### src/rtl/core/cmfs_pkg.sv
// ----------------------------------------------------------------------------
// cmfs_pkg
// Shared types and constants for the cube map face select pipeline.
// ----------------------------------------------------------------------------
package cmfs_pkg;

    localparam int DIR_BITS      = 16;
    localparam int SIZE_BITS     = 13;
    localparam int COORD_BITS    = 12;
    localparam int FACE_BITS     = 3;
    localparam int MAX_FACE_SIZE = 4096;
    localparam int QUO_BITS      = 13;
    localparam int SUM_BITS      = DIR_BITS + 1;
    localparam int DEN_BITS      = DIR_BITS + 1;
    localparam int NUM_BITS      = SUM_BITS + SIZE_BITS;
    localparam int DIV_STAGES    = QUO_BITS;

    // face codes
    localparam logic [FACE_BITS-1:0] FACE_POS_X = 3'd0;
    localparam logic [FACE_BITS-1:0] FACE_NEG_X = 3'd1;
    localparam logic [FACE_BITS-1:0] FACE_POS_Y = 3'd2;
    localparam logic [FACE_BITS-1:0] FACE_NEG_Y = 3'd3;
    localparam logic [FACE_BITS-1:0] FACE_POS_Z = 3'd4;
    localparam logic [FACE_BITS-1:0] FACE_NEG_Z = 3'd5;

    // register indexes
    localparam logic [1:0] REG_FACE_WIDTH  = 2'd0;
    localparam logic [1:0] REG_FACE_HEIGHT = 2'd1;

    // operands handed to one divider
    typedef struct packed {
        logic [NUM_BITS-1:0] num;
        logic [DEN_BITS-1:0] den;
    } div_req_t;

    // side data that rides along the divider stages
    typedef struct packed {
        logic [FACE_BITS-1:0]  face;
        logic                  degen;
        logic [COORD_BITS-1:0] u_max;
        logic [COORD_BITS-1:0] v_max;
    } meta_t;

    // clamp a register value into 1..MAX_FACE_SIZE
    function automatic logic [SIZE_BITS-1:0] eff_size(input logic [SIZE_BITS-1:0] n);
        logic [SIZE_BITS-1:0] r;
        if (n == '0) begin
            r = SIZE_BITS'(1);
        end else if (n > SIZE_BITS'(MAX_FACE_SIZE)) begin
            r = SIZE_BITS'(MAX_FACE_SIZE);
        end else begin
            r = n;
        end
        return r;
    endfunction

endpackage

### src/rtl/core/cmfs_divider.sv
// ----------------------------------------------------------------------------
// cmfs_divider
// Pipelined restoring divider, one quotient bit per stage, quotient < 2^13.
// ----------------------------------------------------------------------------
module cmfs_divider (
    input  logic                              aclk,
    input  logic                              en,
    input  cmfs_pkg::div_req_t                req,
    output logic [cmfs_pkg::QUO_BITS-1:0]     quo
);

    logic [cmfs_pkg::NUM_BITS-1:0] rem_reg [cmfs_pkg::DIV_STAGES];
    logic [cmfs_pkg::DEN_BITS-1:0] den_reg [cmfs_pkg::DIV_STAGES];
    logic [cmfs_pkg::QUO_BITS-1:0] quo_reg [cmfs_pkg::DIV_STAGES];

    for (genvar i = 0; i < cmfs_pkg::DIV_STAGES; i++) begin : g_stage
        localparam int K = cmfs_pkg::QUO_BITS - 1 - i;
        logic [cmfs_pkg::NUM_BITS-1:0] rem_in;
        logic [cmfs_pkg::DEN_BITS-1:0] den_in;
        logic [cmfs_pkg::QUO_BITS-1:0] quo_in;
        logic [cmfs_pkg::NUM_BITS-1:0] den_sh;
        logic                          ge;

        // stage inputs
        if (i == 0) begin : g_first
            assign rem_in = req.num;
            assign den_in = req.den;
            assign quo_in = '0;
        end else begin : g_next
            assign rem_in = rem_reg[i-1];
            assign den_in = den_reg[i-1];
            assign quo_in = quo_reg[i-1];
        end

        // trial subtract of the shifted divisor
        assign den_sh = cmfs_pkg::NUM_BITS'(den_in) << K;
        assign ge     = (rem_in >= den_sh);

        always_ff @(posedge aclk) begin
            if (en) begin
                rem_reg[i] <= ge ? (rem_in - den_sh) : rem_in;
                den_reg[i] <= den_in;
                quo_reg[i] <= ge ? (quo_in | (cmfs_pkg::QUO_BITS'(1) << K)) : quo_in;
            end
        end
    end

    assign quo = quo_reg[cmfs_pkg::DIV_STAGES-1];

endmodule

### src/rtl/core/cube_map_face_select.sv
// A request passes the front stage, the product stage, 13 divide stages and
// the output register.
// Throughput: one request per cycle; the 13-stage bit-per-stage divider
// pair sets the depth. A stall at the output freezes the whole pipeline.
// Reset (aresetn low, synchronous) empties the pipeline and sets both
// face sizes to 256.
// ----------------------------------------------------------------------------
// cube_map_face_select
// Picks the cube face of a direction vector and its texel column and row.
// ----------------------------------------------------------------------------
module cube_map_face_select (
    input  logic        aclk,
    input  logic        aresetn,
    // configuration writes
    input  logic        cfg_we,
    input  logic [1:0]  cfg_addr,
    input  logic [12:0] cfg_wdata,
    // input stream
    input  logic        s_axis_tvalid,
    output logic        s_axis_tready,
    input  logic [47:0] s_axis_tdata,   // dir_x [15:0], dir_y [31:16], dir_z [47:32]
    // result stream
    output logic        m_axis_tvalid,
    input  logic        m_axis_tready,
    output logic [31:0] m_axis_tdata,   // face [2:0], tex_u [14:3], tex_v [26:15], zero
    output logic        m_axis_tuser    // degenerate
);

    localparam int DB = cmfs_pkg::DIR_BITS;
    localparam int SB = cmfs_pkg::SUM_BITS;
    localparam int ZB = cmfs_pkg::SIZE_BITS;
    localparam int CB = cmfs_pkg::COORD_BITS;
    localparam int FB = cmfs_pkg::FACE_BITS;
    localparam int NS = cmfs_pkg::DIV_STAGES;

    logic en;

    // configuration registers
    logic [ZB-1:0] width_reg, height_reg;

    always_ff @(posedge aclk) begin
        if (!aresetn) begin
            width_reg  <= ZB'(256);
            height_reg <= ZB'(256);
        end else if (cfg_we) begin
            case (cfg_addr)
                cmfs_pkg::REG_FACE_WIDTH:  width_reg  <= cfg_wdata;
                cmfs_pkg::REG_FACE_HEIGHT: height_reg <= cfg_wdata;
                default: ;
            endcase
        end
    end

    // front stage: major axis, face and signed s, t
    logic signed [DB-1:0] x, y, z;
    logic [DB-1:0]        ax, ay, az;
    logic [FB-1:0]        face_next;
    logic signed [SB-1:0] s_next, t_next;
    logic [DB-1:0]        m_next;

    assign x  = s_axis_tdata[DB-1:0];
    assign y  = s_axis_tdata[2*DB-1:DB];
    assign z  = s_axis_tdata[3*DB-1:2*DB];
    assign ax = x[DB-1] ? DB'(-x) : DB'(x);
    assign ay = y[DB-1] ? DB'(-y) : DB'(y);
    assign az = z[DB-1] ? DB'(-z) : DB'(z);

    always_comb begin
        if (ax >= ay && ax >= az) begin
            m_next = ax;
            t_next = -SB'(y);
            if (!x[DB-1]) begin
                face_next = cmfs_pkg::FACE_POS_X;
                s_next    = -SB'(z);
            end else begin
                face_next = cmfs_pkg::FACE_NEG_X;
                s_next    = SB'(z);
            end
        end else if (ay >= az) begin
            m_next = ay;
            s_next = SB'(x);
            if (!y[DB-1]) begin
                face_next = cmfs_pkg::FACE_POS_Y;
                t_next    = SB'(z);
            end else begin
                face_next = cmfs_pkg::FACE_NEG_Y;
                t_next    = -SB'(z);
            end
        end else begin
            m_next = az;
            t_next = -SB'(y);
            if (!z[DB-1]) begin
                face_next = cmfs_pkg::FACE_POS_Z;
                s_next    = SB'(x);
            end else begin
                face_next = cmfs_pkg::FACE_NEG_Z;
                s_next    = -SB'(x);
            end
        end
    end

    logic                 f_vld_reg;
    logic [FB-1:0]        f_face_reg;
    logic                 f_degen_reg;
    logic signed [SB-1:0] f_s_reg, f_t_reg;
    logic [DB-1:0]        f_m_reg;
    logic [ZB-1:0]        f_w_reg, f_h_reg;

    always_ff @(posedge aclk) begin
        if (!aresetn) begin
            f_vld_reg <= 1'b0;
        end else if (en) begin
            f_vld_reg <= s_axis_tvalid;
        end
    end

    always_ff @(posedge aclk) begin
        if (en) begin
            f_face_reg  <= face_next;
            f_degen_reg <= (ax == '0) && (ay == '0) && (az == '0);
            f_s_reg     <= s_next;
            f_t_reg     <= t_next;
            f_m_reg     <= m_next;
            f_w_reg     <= cmfs_pkg::eff_size(width_reg);
            f_h_reg     <= cmfs_pkg::eff_size(height_reg);
        end
    end

    // product stage: numerators (c + m) * n and divisor 2m
    logic [SB-1:0]        su, sv;
    logic                 p_vld_reg;
    cmfs_pkg::div_req_t   p_u_reg, p_v_reg;
    cmfs_pkg::meta_t      p_meta_reg;

    assign su = SB'(f_s_reg + $signed({1'b0, f_m_reg}));
    assign sv = SB'(f_t_reg + $signed({1'b0, f_m_reg}));

    always_ff @(posedge aclk) begin
        if (!aresetn) begin
            p_vld_reg <= 1'b0;
        end else if (en) begin
            p_vld_reg <= f_vld_reg;
        end
    end

    always_ff @(posedge aclk) begin
        if (en) begin
            p_u_reg.num      <= cmfs_pkg::NUM_BITS'(su * f_w_reg);
            p_u_reg.den      <= {f_m_reg, 1'b0};
            p_v_reg.num      <= cmfs_pkg::NUM_BITS'(sv * f_h_reg);
            p_v_reg.den      <= {f_m_reg, 1'b0};
            p_meta_reg.face  <= f_face_reg;
            p_meta_reg.degen <= f_degen_reg;
            p_meta_reg.u_max <= CB'(f_w_reg - ZB'(1));
            p_meta_reg.v_max <= CB'(f_h_reg - ZB'(1));
        end
    end

    // divider pair
    logic [cmfs_pkg::QUO_BITS-1:0] qu, qv;

    cmfs_divider u_div_u (.aclk(aclk), .en(en), .req(p_u_reg), .quo(qu));
    cmfs_divider u_div_v (.aclk(aclk), .en(en), .req(p_v_reg), .quo(qv));

    // side data alongside the divider
    logic            d_vld_reg  [NS];
    cmfs_pkg::meta_t d_meta_reg [NS];

    for (genvar i = 0; i < NS; i++) begin : g_meta
        always_ff @(posedge aclk) begin
            if (!aresetn) begin
                d_vld_reg[i] <= 1'b0;
            end else if (en) begin
                d_vld_reg[i] <= (i == 0) ? p_vld_reg : d_vld_reg[(i == 0) ? 0 : i-1];
            end
        end
        always_ff @(posedge aclk) begin
            if (en) begin
                d_meta_reg[i] <= (i == 0) ? p_meta_reg : d_meta_reg[(i == 0) ? 0 : i-1];
            end
        end
    end

    // clamp and output register
    cmfs_pkg::meta_t lm;
    logic [CB-1:0]   u_clamp, v_clamp;
    logic            o_vld_reg, o_degen_reg;
    logic [FB-1:0]   o_face_reg;
    logic [CB-1:0]   o_u_reg, o_v_reg;

    assign lm      = d_meta_reg[NS-1];
    assign u_clamp = (qu > cmfs_pkg::QUO_BITS'(lm.u_max)) ? lm.u_max : CB'(qu);
    assign v_clamp = (qv > cmfs_pkg::QUO_BITS'(lm.v_max)) ? lm.v_max : CB'(qv);

    always_ff @(posedge aclk) begin
        if (!aresetn) begin
            o_vld_reg <= 1'b0;
        end else if (en) begin
            o_vld_reg <= d_vld_reg[NS-1];
        end
    end

    always_ff @(posedge aclk) begin
        if (en) begin
            o_degen_reg <= lm.degen;
            o_face_reg  <= lm.degen ? cmfs_pkg::FACE_POS_X : lm.face;
            o_u_reg     <= lm.degen ? '0 : u_clamp;
            o_v_reg     <= lm.degen ? '0 : v_clamp;
        end
    end

    // pipeline advances unless a result waits
    assign en            = !o_vld_reg || m_axis_tready;
    assign s_axis_tready = en;
    assign m_axis_tvalid = o_vld_reg;
    assign m_axis_tdata  = {5'b0, o_v_reg, o_u_reg, o_face_reg};
    assign m_axis_tuser  = o_degen_reg;

endmodule

### config.mk
export PLATFORM = sky130hd
export DESIGN_NAME = cube_map_face_select
export DESIGN_NICKNAME = d
export VERILOG_FILES = /design/src/rtl/core/cmfs_pkg.sv /design/src/rtl/core/cmfs_divider.sv /design/src/rtl/core/cube_map_face_select.sv
export SDC_FILE = /design/constraint.sdc
export NUM_CORES = 2
export LEC_CHECK = 0
export ABC_AREA = 1
export BUFFER_PORTS_ARGS = -buffer_cell sky130_fd_sc_hd__buf_2
export CELL_PAD_IN_SITES_DETAIL_PLACEMENT = 0
export CELL_PAD_IN_SITES_GLOBAL_PLACEMENT = 1
export CORE_MARGIN = 1
export CORE_UTILIZATION = 35
export DETAILED_ROUTE_END_ITERATION = 8
export PLACE_DENSITY_LB_ADDON = 0.2
export SYNTH_ARGS = -nofsm -noshare
export SYNTH_HDL_FRONTEND = slang
export SYNTH_SLANG_ARGS = --single-unit
### constraint.sdc
create_clock -name aclk -period 43.5 [get_ports aclk]
set_input_delay 6.525 -clock aclk [delete_from_list [all_inputs] [get_ports aclk]]
set_output_delay 6.525 -clock aclk [all_outputs]
set_load 0.05 [all_outputs]
==> flow_summary_export.csv <==
group,metric,value,unit
run_status,outcome,"finished, final reports clean",
floorplanning,core_region_area,307000,um^2
grt,grt_pass1_wl,499,mm
setup_path,cp-start-kind,"input port",
grt,grt_pass1_vias,80500,
route,viasPerCell,4.98,
synthesis,synth_edf_count,1682,
clock_tree,cts_tree,"done",
synthesis,async_reset_ff_frac,0,
layout,num-nets-final,13100,
sta,fin_crit_sh,0.324,
sta,post-route-min-period,14110,ps
clock_tree,cts_buffers,201,
grt,grt_max_degree,197,
clock_tree,cts_hold_buffers,0,
grt,antenna_found_initial,5,
synthesis,avgSynthCellArea,9.13,um^2
sta,rsz0062_at_grt,"no",
clock_tree,cts.sinks,1712,
setup_path,cp.arrival,7590,ps
route,drtIter0Drc,5560,
grt,grt_usage,0.211,
sta,setup_slack,29390,ps
route,drc_errors,0,
layout,largest_reg_flops,364,
floorplanning,fp.dieW,558,um
clock_tree,cts_buffer_depth,4,
clock_tree,root_buffer,"clkbuf_16",
sta,setup_tns,0,ps
synthesis,synth_cell_type_count,70,
grt,gr-total-overflow,0,
clock_tree,htreeDepth,4,
hold_path,min_path_type,"reg2reg",
floorplanning,die_height,558,um
synthesis,syn_area,108000,um^2
route,wl,332,mm
setup_path,cp-startpoint,"m_axis_tready",
sta,finalClockSkew,43.7,ps
floorplanning,num_rows,203,
setup_path,endpoint_kind,"output port",
route,ant_nets,0,
sta,fin_hold_ws,385,ps
setup_path,rr_worst_depth,26,
layout,area_delta_synth_final,10.8,%
placement,globalplace.congestion,0.907,
placement,io_buffer_count,97,
clock_tree,post_cts_buffers,0,
synthesis,synth-main-ff-cell,"edfxtp_1",
layout,post-route-util,0.391,
placement,post-dp-hpwl,266,mm
layout,nFillCells,30900,
synthesis,ys_seq_area_frac,0.472,
setup_path,crit_path_end,"s_axis_tready",
run,cap_violations,0,
setup_path,crit_type,"in2out",
hold_path,hold_depth,0,
route,vias,81000,
layout,multi_input_comb_area,49800,um^2
sta,fmax,0.0709,GHz
setup_path,required,36970,ps
setup_path,rrSetupSlack,35680,ps
synthesis,ys_ff_latch,1712,
placement,preCtsSetupSlack,29360,ps
layout,final-seq-area,51100,um^2
sta,setup_viol,0,
route,drtPass1Iterations,6,
floorplanning,pin_count,103,
sta,hold_violations,0,
sta,tightest_slew,1270,ps
synthesis,yosysWarnings,0,
route,wl_per_cell,20.4,um
clock_tree,clk_pin_slew,50,ps
setup_path,r2r_start,"f_m_reg[0]",
layout,drive_gt1_frac,0.0528,
floorplanning,die-area,311000,um^2
clock_tree,clock_latency,870,ps
setup_path,regToRegEndpoint,"p_v_reg[36]",
sta,slew_headroom,0.152,
setup_path,cp_max_fo,18,
synthesis,synth_cells,11900,
clock_tree,cts_resized,0,
floorplanning,start_util,0.353,
sta,slew_violations,0,
-- cell usage after synthesis (all sizes together), types with 4 or more instances --
master	instances	area, um^2
buf	90	576
xnor2	180	1580
fa	356	7130
nor3	140	716
xor2	197	1730
nor3b	6	45.0
clkinv	9	33.8
nor4	59	375
a21o	61	458
or2	86	538
nand2	2842	10700
o211ai	10	75.1
a21oi	633	3230
o21bai	81	619
a21boi	32	244
dfxtp	30	601
ha	680	8510
nand3	687	3480
a31oi	48	300
and3	8	50.1
a211oi	10	75.1
o21a	17	128
a41oi	4	50.1
nor2	1197	4540
o21ai	669	3450
and2	8	50.1
nand3b	91	687
inv	1690	6350
edfxtp	1682	50500
clkbuf	103	389
nand4	132	847
-- critical path, cell delays in order --
cell and delay, ps:
buf_2 100, nor2_1 210, clkinvlp_4 400, buf_2 350
-- worst min-delay path by stage --
stage                              to  slack, ps              startpoint
2_1_floorplan        d_meta_reg[0][0]        400           p_meta_reg[0]
3_3_place_gp   u_div_v.quo_reg[0][51]        400  u_div_v.quo_reg[0][38]
3_5_place_dp       d_meta_reg[0][112]        400       d_meta_reg[0][84]
4_1_cts             d_meta_reg[0][69]        370       d_meta_reg[0][41]
5_1_grt             d_meta_reg[1][44]        380       d_meta_reg[1][16]
6_report            d_meta_reg[0][69]        390       d_meta_reg[0][41]
-- kinds of logic (layout without fill, tap and decap cells) --
family,Yosys count,after routing,synth area share
AO/OA/AOI/OAI,1573,1573,0.0804
adder cells (fa/ha/maj),1038,1038,0.145
buffers and inverters,1892,2203,0.0679
XOR/XNOR,377,377,0.0305
other,1,7,0.0000347
AND/OR/NAND/NOR,5259,5259,0.204
flip-flops,1712,1712,0.472
-- layout make-up --
type | count | share of cell area
Clock inverter | 136 | 0.0117
Timing Repair Buffer | 145 | 0.00747
Antenna cell | 2 | 0.0000417
Inverter | 1699 | 0.0532
Clock buffer | 223 | 0.0431
Multi-Input combinational cell | 8252 | 0.415
Tap cell | 4100 | 0.0428
Sequential cell | 1712 | 0.426
-- routing by layer --
layer	vias up	GRT usage	share of wire	wire length, um
li1	39800	-	-	-
met1	39200	0.273	0.44	147000
met5	-	0	0	0
met4	0	0.0557	0.027	8880
met3	397	0.0212	0.036	11900
met2	1579	0.375	0.50	165000
-- layout by cell type (no fill, tap or decap), types with 18 or more instances in the layout --
cell       synthesis  routed
nand2_1         2828    2828
edfxtp_1        1682    1682
inv_1           1670    1669
nor2_1          1186    1186
ha_1             680     680
nand3_1          680     679
a21oi_1          622     622
o21ai_0          574     574
fa_1             356     356
clkbuf_16          0     202
xor2_1           197     192
xnor2_1          180     178
nor3_1           137     137
nand4_1          130     130
buf_2             58      97
nand3b_1          90      90
or2_2             84      84
o21bai_1          78      78
o21ai_1           68      68
a21o_1            61      61
nor4_1            58      58
clkinv_1           9      51
a31oi_1           48      48
buf_4             12      44
dfxtp_1           30      30
a21boi_0          29      29
clkinv_2           0      28
o21ai_2           27      27
bufinv_16          0      20
inv_2             19      19
clkbuf_1         101      18
-- metrics by stage --
stage	area, um^2	cells
after floorplan	108000	11900
after global placement	113000	15900
after detailed placement	113000	15900
after CTS	120000	16300
after global routing	120000	16300
final	120000	16300
Power is not shown: default switching activity piles up to over one toggle a cycle in this logic, so the estimate is an artifact.
